--- src/hdl/sdp_df_pkg.sv ---
// Shared constants and types for the SDP response deframer.
// No dependencies; imported by sdp_response_deframer.
`timescale 1ns / 1ps
`default_nettype none

package sdp_df_pkg;

    localparam int unsigned POS_W   = 19;
    localparam int unsigned LEN_W   = POS_W + 1;
    localparam int unsigned CNT_W   = 16;
    localparam int unsigned LIST_W  = CNT_W + 2;
    localparam int unsigned TDATA_W = 56;
    localparam int unsigned TUSER_W = 2;

    localparam logic [POS_W-1:0] POS_MAX        = '1;
    localparam logic [LEN_W-1:0] MIN_RSP_LENGTH = LEN_W'(5);
    localparam logic [POS_W-1:0] SEARCH_START   = POS_W'(4);
    localparam logic [POS_W-1:0] ATTR_START     = POS_W'(2);
    localparam logic [7:0]       MAX_CONT_BYTES = 8'd16;

    localparam logic KIND_SEARCH = 1'b0;
    localparam logic KIND_ATTR   = 1'b1;

    typedef enum logic [2:0] {
        ST_OK        = 3'd0,
        ST_TOO_SHORT = 3'd1,
        ST_COUNT_ORD = 3'd2,
        ST_TRUNCATED = 3'd3,
        ST_BAD_CONT  = 3'd4
    } t_status;

endpackage

`default_nettype wire

--- src/hdl/sdp_response_deframer.sv ---
// SDP response parameter deframer: splits counts, payload and continuation bytes.
// Depends on sdp_df_pkg.
`timescale 1ns / 1ps
`default_nettype none

// Channel   Dir  Handshake                      Contents
// s_axis    in   s_axis_tvalid / s_axis_tready  one response byte, tlast on final byte
// m_axis    out  m_axis_tvalid / m_axis_tready  one result per byte, tlast = response done
// cfg       in   i_cfg_wr_en                    response kind (0 search, 1 attribute)
//
// One request in, one result out; a byte can be taken every cycle.
// The result is registered: decode of the byte position against the list bounds feeds
// the result register directly. The result register holds while m_axis_tready is
// low and the input stalls only when it is full and not being taken.
// Reset (synchronous, active low) clears position, counts, kind and result valid.
module sdp_response_deframer
    import sdp_df_pkg::*;
(
    input  wire                 i_clk,
    input  wire                 i_rst_n,
    input  wire                 i_cfg_wr_en,
    input  wire                 i_cfg_wr_data,
    input  wire                 s_axis_tvalid,
    output logic                s_axis_tready,
    input  wire  [7:0]          s_axis_tdata,   // [7:0] data_byte
    input  wire                 s_axis_tlast,   // last_byte
    output logic                m_axis_tvalid,
    input  wire                 m_axis_tready,
    // [7:0] payload_byte, [10:8] status, [26:11] total_count,
    // [42:27] current_count, [50:43] cont_length, [55:51] zero
    output logic [TDATA_W-1:0]  m_axis_tdata,
    output logic [TUSER_W-1:0]  m_axis_tuser,   // [0] payload_valid, [1] payload_is_cont
    output logic                m_axis_tlast    // response_done
);

    logic               r_kind;
    logic [POS_W-1:0]   r_pos,    n_pos;
    logic [CNT_W-1:0]   r_first,  n_first;
    logic [CNT_W-1:0]   r_second, n_second;
    logic [7:0]         r_cont,   n_cont;

    logic               r_out_valid;
    logic [TDATA_W-1:0] r_tdata,  n_tdata;
    logic [TUSER_W-1:0] r_tuser,  n_tuser;
    logic               r_tlast;

    logic               w_acc;
    logic               w_search;
    logic [7:0]         w_b;
    logic [POS_W-1:0]   w_start;
    logic [POS_W-1:0]   w_cont_pos;
    logic [LEN_W-1:0]   w_len;
    logic [LEN_W-1:0]   w_need;
    logic [CNT_W-1:0]   w_first, w_second;
    logic [7:0]         w_cont;
    logic               w_pv, w_pc;
    t_status            w_status;

    assign s_axis_tready = !r_out_valid || m_axis_tready;
    assign w_acc         = s_axis_tvalid && s_axis_tready;
    assign w_search      = (r_kind == KIND_SEARCH);
    assign w_b           = s_axis_tdata;
    assign w_start       = w_search ? SEARCH_START : ATTR_START;

    // List end uses counts as stored before this byte.
    assign w_cont_pos = w_start + (w_search ? POS_W'({r_second, 2'b00}) : POS_W'(r_first));

    always_comb begin
        w_first  = r_first;
        w_second = r_second;
        w_cont   = r_cont;
        w_pv     = 1'b0;
        w_pc     = 1'b0;
        priority if (r_pos == POS_W'(0)) begin
            w_first = {w_b, 8'h00};
        end else if (r_pos == POS_W'(1)) begin
            w_first = r_first | {8'h00, w_b};
        end else if (w_search && r_pos == POS_W'(2)) begin
            w_second = {w_b, 8'h00};
        end else if (w_search && r_pos == POS_W'(3)) begin
            w_second = r_second | {8'h00, w_b};
        end else if (r_pos != POS_MAX) begin
            priority if (r_pos < w_cont_pos) begin
                w_pv = 1'b1;
            end else if (r_pos == w_cont_pos) begin
                w_cont = w_b;
            end else if (r_pos <= w_cont_pos + POS_W'(r_cont)) begin
                w_pv = 1'b1;
                w_pc = 1'b1;
            end else begin
                // beyond the declared continuation: dropped
                w_pv = 1'b0;
            end
        end else begin
            w_pv = 1'b0;
        end
    end

    // Final checks on the counts as updated by this byte.
    assign w_len  = LEN_W'(r_pos) + LEN_W'(1);
    assign w_need = LEN_W'(w_start) + LEN_W'(1)
                  + (w_search ? LEN_W'({w_second, 2'b00}) : LEN_W'(w_first));

    always_comb begin
        priority if (w_len < MIN_RSP_LENGTH) begin
            w_status = ST_TOO_SHORT;
        end else if (w_search && w_first < w_second) begin
            w_status = ST_COUNT_ORD;
        end else if (w_need > w_len) begin
            w_status = ST_TRUNCATED;
        end else if (w_cont > MAX_CONT_BYTES || w_need + LEN_W'(w_cont) != w_len) begin
            w_status = ST_BAD_CONT;
        end else begin
            w_status = ST_OK;
        end
    end

    always_comb begin
        n_tdata = '0;
        n_tuser = '0;
        if (w_pv) begin
            n_tdata[7:0] = w_b;
            n_tuser      = {w_pc, 1'b1};
        end
        if (s_axis_tlast) begin
            n_tdata[10:8]  = w_status;
            n_tdata[26:11] = w_first;
            n_tdata[42:27] = w_search ? w_second : CNT_W'(0);
            n_tdata[50:43] = w_cont;
        end
        if (s_axis_tlast) begin
            n_pos    = '0;
            n_first  = '0;
            n_second = '0;
            n_cont   = '0;
        end else begin
            n_pos    = (r_pos != POS_MAX) ? r_pos + POS_W'(1) : r_pos;
            n_first  = w_first;
            n_second = w_second;
            n_cont   = w_cont;
        end
    end

    always_ff @(posedge i_clk) begin
        if (!i_rst_n) begin
            r_kind      <= KIND_SEARCH;
            r_pos       <= '0;
            r_first     <= '0;
            r_second    <= '0;
            r_cont      <= '0;
            r_out_valid <= 1'b0;
        end else begin
            if (i_cfg_wr_en) begin
                r_kind <= i_cfg_wr_data;
            end
            if (w_acc) begin
                r_pos       <= n_pos;
                r_first     <= n_first;
                r_second    <= n_second;
                r_cont      <= n_cont;
                r_out_valid <= 1'b1;
            end else if (m_axis_tready) begin
                r_out_valid <= 1'b0;
            end
        end
    end

    always_ff @(posedge i_clk) begin
        if (w_acc) begin
            r_tdata <= n_tdata;
            r_tuser <= n_tuser;
            r_tlast <= s_axis_tlast;
        end
    end

    assign m_axis_tvalid = r_out_valid;
    assign m_axis_tdata  = r_tdata;
    assign m_axis_tuser  = r_tuser;
    assign m_axis_tlast  = r_tlast;

`ifndef SYNTH
    a_cont_implies_valid: assert property (@(posedge i_clk) disable iff (!i_rst_n)
        (r_out_valid && r_tuser[1]) |-> r_tuser[0])
        else $error("continuation flag without payload valid");

    a_status_on_done: assert property (@(posedge i_clk) disable iff (!i_rst_n)
        (r_out_valid && r_tdata[10:8] != ST_OK) |-> r_tlast)
        else $error("status set on a non-final result");

    a_pos_clear: assert property (@(posedge i_clk) disable iff (!i_rst_n)
        (w_acc && s_axis_tlast) |=> (r_pos == '0 && r_first == '0 && r_cont == '0))
        else $error("state not cleared after final byte");

    a_pos_step: assert property (@(posedge i_clk) disable iff (!i_rst_n)
        (w_acc && !s_axis_tlast && r_pos != POS_MAX) |=> (r_pos == $past(r_pos) + POS_W'(1)))
        else $error("byte position did not advance");

    a_stall_only_full: assert property (@(posedge i_clk) disable iff (!i_rst_n)
        !s_axis_tready |-> (r_out_valid && !m_axis_tready))
        else $error("input stalled while result register free");
`endif

endmodule

`default_nettype wire
--- config.mk ---
export PLATFORM = sky130hd
export DESIGN_NAME = sdp_response_deframer
export DESIGN_NICKNAME = d
export VERILOG_FILES = /design/src/hdl/sdp_df_pkg.sv /design/src/hdl/sdp_response_deframer.sv
export SDC_FILE = /design/constraint.sdc
export NUM_CORES = 1
export LEC_CHECK = 0
export ABC_AREA = 1
export BUFFER_PORTS_ARGS = -buffer_cell sky130_fd_sc_hd__clkbuf_2
export CAP_MARGIN = 20
export CELL_PAD_IN_SITES_DETAIL_PLACEMENT = 1
export CELL_PAD_IN_SITES_GLOBAL_PLACEMENT = 2
export CORE_UTILIZATION = 35
export CTS_CLUSTER_SIZE = 10
export DETAILED_ROUTE_END_ITERATION = 8
export HOLD_SLACK_MARGIN = 0.08
export PLACE_DENSITY_LB_ADDON = 0.1
export SYNTH_ARGS = -nofsm -noshare
export SYNTH_HDL_FRONTEND = slang
export SYNTH_SLANG_ARGS = --single-unit
--- constraint.sdc ---
create_clock -name i_clk -period 9.95 [get_ports i_clk]
set_clock_uncertainty 0.15 [all_clocks]
set_input_delay 1.99 -clock i_clk [delete_from_list [all_inputs] [get_ports i_clk]]
set_output_delay 1.99 -clock i_clk [all_outputs]
set_load 0.01 [all_outputs]
; ---- After elaboration in Yosys (flattened, before gate mapping)
; Index checks and enable logic that the tools add are counted.
[op_classes]
add_sub_neg = 7
n_lt_le_gt_ge = 6
eq_ne = 6
mux = 36
n_bitwise = 6
reduce_logical = 15
[ops]
columns = cell, count
row1 = $mux 16, 8
row2 = $mux 8, 8
row3 = $eq 19x2->1 const B, 2
row4 = $mux 19, 2
row5 = $mux 18, 2
row6 = $or 16x8->16, 2
row7 = $add 19x1->20 const B, 1
row8 = $add 19x8->20, 1
row9 = $gt 19x20->1, 1
row10 = $lt 20x3->1 const B, 1
row11 = $ne 20x20->1, 1
row12 = $add 19x1->19 const B, 1
row13 = $add 19x8->19, 1
row14 = $add 3x18->19, 1
row15 = $add 4x18->19, 1
row16 = $eq 19x1->1 const B, 1
row17 = $eq 19x19->1, 1
row18 = $le 19x19->1, 1
row19 = $logic_not 19->1, 1
row20 = $lt 19x19->1, 1
row21 = $ne 19x19->1 const B, 1
row22 = $lt 16x16->1, 1
row23 = $mux 1, 12
row24 = $gt 8x5->1 const B, 1
row25 = other kinds (12), 23
[totals]
regBits = 115
out_inout_bits = 61
word_cells = 90

; ---- Longest topological paths before layout
[logic_depth]
ltp_word = 17
ltp_mapped = 49
depth_no_buf = 46

; ---- Least setup slack after synthesis
; OpenSTA, ideal clock, no wires.
[synth_timing]
path_type = reg-to-reg
from = register r_kind
to = register r_tdata[10] (netlist: m_axis_tdata[10]) (data pin)
setup_time_ns = 0.257
arrival_ns = 6.633
slack_ns = 2.910
path_stages_with_launch = 46
n_path_buf = 3
period_less_slack_ns = 7.040
path_cell_list = dfxtp_1 inv_2 clkbuf_1 clkbuf_1 buf_1 o21ai_0 inv_1 ha_1 a21oi_1 nor2_1 inv_1 or2_1 nor3_2 inv_1 nor4_1 nand4_1 nor3_1 xnor2_1 (+10 left out) ha_1 inv_1 fa_1 o21ai_0 a21oi_1 o21bai_1 a21o_1 a21oi_1 inv_1 nand3_2 nor2_4 nand3_2 nand2_1 inv_1 nor2_1 nand3_1 nor2_1 a21oi_1
[synth_between]
elab_chain_len = 14
[synth_rtl]
columns = element, line
row1 = "start, declared", sdp_response_deframer.sv:36  ; logic r_kind;
row2 = "start signal, assigned", sdp_response_deframer.sv:154  ; r_kind <= i_cfg_wr_data;
row3 = branches (longest 7 deep; another with $add 3x18->19), -
row4 = $mux 8 *, sdp_response_deframer.sv:78  ; end else if (w_search && r_pos == POS_W'(2)) begin
row5 = $mux 8 *, sdp_response_deframer.sv:76  ; end else if (r_pos == POS_W'(1)) begin
row6 = $mux 8 *, sdp_response_deframer.sv:74  ; priority if (r_pos == POS_W'(0)) begin
row7 = via w_cont[0], sdp_response_deframer.sv:55  ; logic [7:0] w_cont;
row8 = $add 19x8->20, sdp_response_deframer.sv:111  ; end else if (w_cont > MAX_CONT_BYTES || w_need + LEN_W'(w_cont) != w_len) begin
row9 = $ne 20x20->1, sdp_response_deframer.sv:111
row10 = $logic_or 1x1->1 *, sdp_response_deframer.sv:111
row11 = $mux 3 *, sdp_response_deframer.sv:111
row12 = "end signal, assigned", sdp_response_deframer.sv:170  ; r_tdata <= n_tdata;
row13 = "end, declared", sdp_response_deframer.sv:43  ; logic [TDATA_W-1:0] r_tdata, n_tdata;
; Mark *: on every way through the listed nets, which the timed path passes.
; A chain may end at the register's enable or synchronous reset.

; ---- Final worst setup path
; Ends and elaborated chain as after synthesis.

==> results.json <==
{
  "outcome": "completed",
  "fillers": 3641,
  "postSynthCellCount": 1470,
  "clock_latency_ns": 0.43,
  "yosys.area_share.simple_pct": 33.4,
  "relSlewSlack_pct": 35.2,
  "drive_gt1_share_pct": 12.9,
  "drv_cap": 0,
  "report.final.setup_viol": 0,
  "synthAdderAreaFrac_pct": 12.1,
  "syn_area_per_cell_um2": 6.85,
  "max_freq_mhz": 124,
  "drt_wl_total_mm": 37.6,
  "path_delay_family": "simple AND/OR/NAND/NOR gates",
  "place_hpwl_mm": 30.1,
  "core-area_mm2": 0.0280,
  "post-cts-setup-buffer-count": 0,
  "synth-xor-area-share_pct": 4.60,
  "grt_pass1_vias": 9666,
  "nets": 1649,
  "gr-total-overflow": 0,
  "numPortBuffers": 70,
  "initial_utilization_pct": 35.9,
  "vias": 9897,
  "first_pass_iters": 4,
  "placed_cells": 1897,
  "cts_inserted_buffers": 17,
  "cts_resized": 0,
  "ys_warn_count": 0,
  "chipWidth_um": 172,
  "io_pins": 76,
  "synth-main-ff-cell": "dfxtp_1",
  "die_h_um": 172,
  "cts.root.buffer_cell": "clkbuf_16",
  "timing.hold.ws_ns": 0.321,
  "finalCritPeriodShare_pct": 81.1,
  "cts_hold_buffers": 0,
  "drv_slew": 0,
  "critPathMaxStageDelay_ns": 0.47,
  "wl_per_cell_um": 19.5,
  "crit_type": "register to register",
  "syn-cell-area_mm2": 0.0101,
  "cellPowerDensity_mw_per_mm2": 117,
  "setup_ws_ns": 1.88,
  "clock_sinks": 115,
  "synth_top_family_by_area": "simple AND/OR/NAND/NOR gates",
  "dpl_cell_area_mm2": 0.0108,
  "synthMuxAreaShare_pct": 0,
  "worst_slew_pin_slew_ns": 0.967,
  "hold_viol": 0,
  "grtUsageTotal_pct": 26.6,
  "seq_area_frac_synth_pct": 28.2,
  "grt_max_degree": 62,
  "dpl_worst_slack_ns": 1.88,
  "antenna_found_initial": 0,
  "drc": 0,
  "stdcell_area_mm2": 0.0114,
  "dieArea_mm2": 0.0294,
  "place_congestion": 0.860,
  "synth_compound_area_share_pct": 12.0,
  "ant_nets": 0,
  "clk_path_buf_depth": 2,
  "grt_setup_unrepaired": "false",
  "path_buf_inv": 8,
  "fin_cells": 1929,
  "synth_edf_count": 54,
  "path_max_fanout": 41,
  "slowest_stage": "nand3_1",
  "vdd.ir_drop.worst_mv": 0.0987,
  "htree_levels": 4,
  "antenna_cells": 0,
  "startpoint_type": "register",
  "cts_tree": "done",
  "required_ns": 9.98,
  "grt_pass1_wl_mm": 57.5,
  "syn_to_final_growth_pct": 13.3,
  "cts.clk_slew.worst_paths_ns": 0.07,
  "fin_crit_ns": 8.07,
  "synth_async_sr_flop_share_pct": 0,
  "hold_class": "register to register",
  "synth_cell_types": 56,
  "drtIter0Drc": 530,
  "ys_seq_elements": 115,
  "fin_setup_tns_ns": 0,
  "vias_per_cell": 5.13,
  "power_leakage_uw": 0.00528,
  "row_count": 61,
  "end_kind": "register",
  "arrival_ns": 8.09
}
-- final timing paths --
check	end	startpoint	cells past startpoint	slack, ns
worst min register to register	r_second[1]	r_second[1]	2	0.32
worst min-delay path	r_second[1]	r_second[1]	2	0.32
worst max-delay path	m_axis_tdata[10]	r_kind	44	1.88
worst max register to register	m_axis_tdata[10]	r_kind	44	1.88
-- registers in the layout, indices dropped and copies added (netlist names) --
name and count:
r_pos 19, r_first 16, r_kind 1, r_cont 8
m_axis_tdata 51, m_axis_tvalid 1, r_second 16, m_axis_tlast 1
m_axis_tuser 2
-- where the power goes --
part / internal [uW] / switching [uW] / leakage (uW)
clock: 335 / 292 / 0.000283
combinational: 52.8 / 133 / 0.00396
sequential: 510 / 5.73 / 0.00104
total: 898 / 431 / 0.00528
-- cell families (layout without fill, tap and decap cells) --
logic type,Yosys count,in the layout
buffers and inverters,241,318
adders and majority gates,96,96
DFF,115,115
and+or+nand+nor,752,752
AOI/OAI and AO/OA,213,213
xor gates and xnor gates,52,52
other,1,5
-- per-stage QoR --
stage	power [uW]	utilization [%]
5_1_grt	1380	40.7
6_report	1330	40.7
4_1_cts	1340	40.7
3_5_place_dp	713	38.6
3_3_place_gp	711	38.6
2_1_floorplan	649	-
-- Yosys cell counts (3+ instances only) --
master,instances,area (um2)
ha_1,94,1180
nor3_1,19,95.1
xor2_1,36,315
clkbuf_1,24,90.1
nand3_1,83,415
nor2_4,4,45.0
inv_1,187,702
xnor2_1,15,131
o21a_1,6,45.0
or2_2,9,56.3
inv_2,12,45.0
nand3_4,3,52.6
buf_2,5,25.0
nand3_2,11,110
nand2_1,390,1460
o21ai_0,41,205
o21ai_2,6,52.6
o211ai_1,7,52.6
edfxtp_1,54,1620
nor2_1,157,589
nor2_8,3,60.1
o21bai_1,11,82.6
a211oi_1,6,45.0
nor4_1,13,81.3
nor2_2,7,43.8
a21oi_1,105,526
and2_1,5,31.3
nand2_2,17,106
o21ai_1,18,90.1
nand4_1,20,125
buf_6,4,45.0
buf_4,6,45.0
dfxtp_1,61,1220
-- layer usage --
metal,share of wire [%],GRT usage [%],routed length [um],up-vias
li1,-,-,-,4933
met1,48,36.2,18000,4719
met2,45,42.9,17100,196
met3,3.9,3.36,1450,49
met4,2.9,9.51,1110,0
met5,0,0,0,-
-- worst register-to-register path, delay by kind of cell, from the launching register on --
family | cells | cell delay (ns)
adder cells (fa/ha/maj) | 4 | 1.05
AND/OR/NAND/NOR | 21 | 3.60
XOR/XNOR | 1 | 0.16
flip-flops | 1 | 0.32
AO/OA/AOI/OAI | 10 | 1.55
buffers and inverters | 8 | 1.00
-- layout by cell type (no fill, tap or decap), types with 18 or more instances in the layout --
cell type and instances:
edfxtp_1 54, a21oi_1 105, clkbuf_2 70, ha_1 94, nor2_1 156, nand4_1 20
inv_1 186, o21ai_1 18, xor2_1 36, nand2_1 390, nand3_1 83, o21ai_0 41
nor3_1 19, dfxtp_1 61
-- area by class of cell --
type | count | area (um2) | area share (%)
Clock buffer | 17 | 425 | 3.73
Clock inverter | 15 | 160 | 1.40
Inverter | 201 | 754 | 6.62
Multi-Input combinational cell | 1118 | 6280 | 55.1
Sequential cell | 115 | 2840 | 24.9
Tap cell | 378 | 473 | 4.15
Timing Repair Buffer | 85 | 463 | 4.06
No activity file was read; power rests on OpenSTA's default activity.
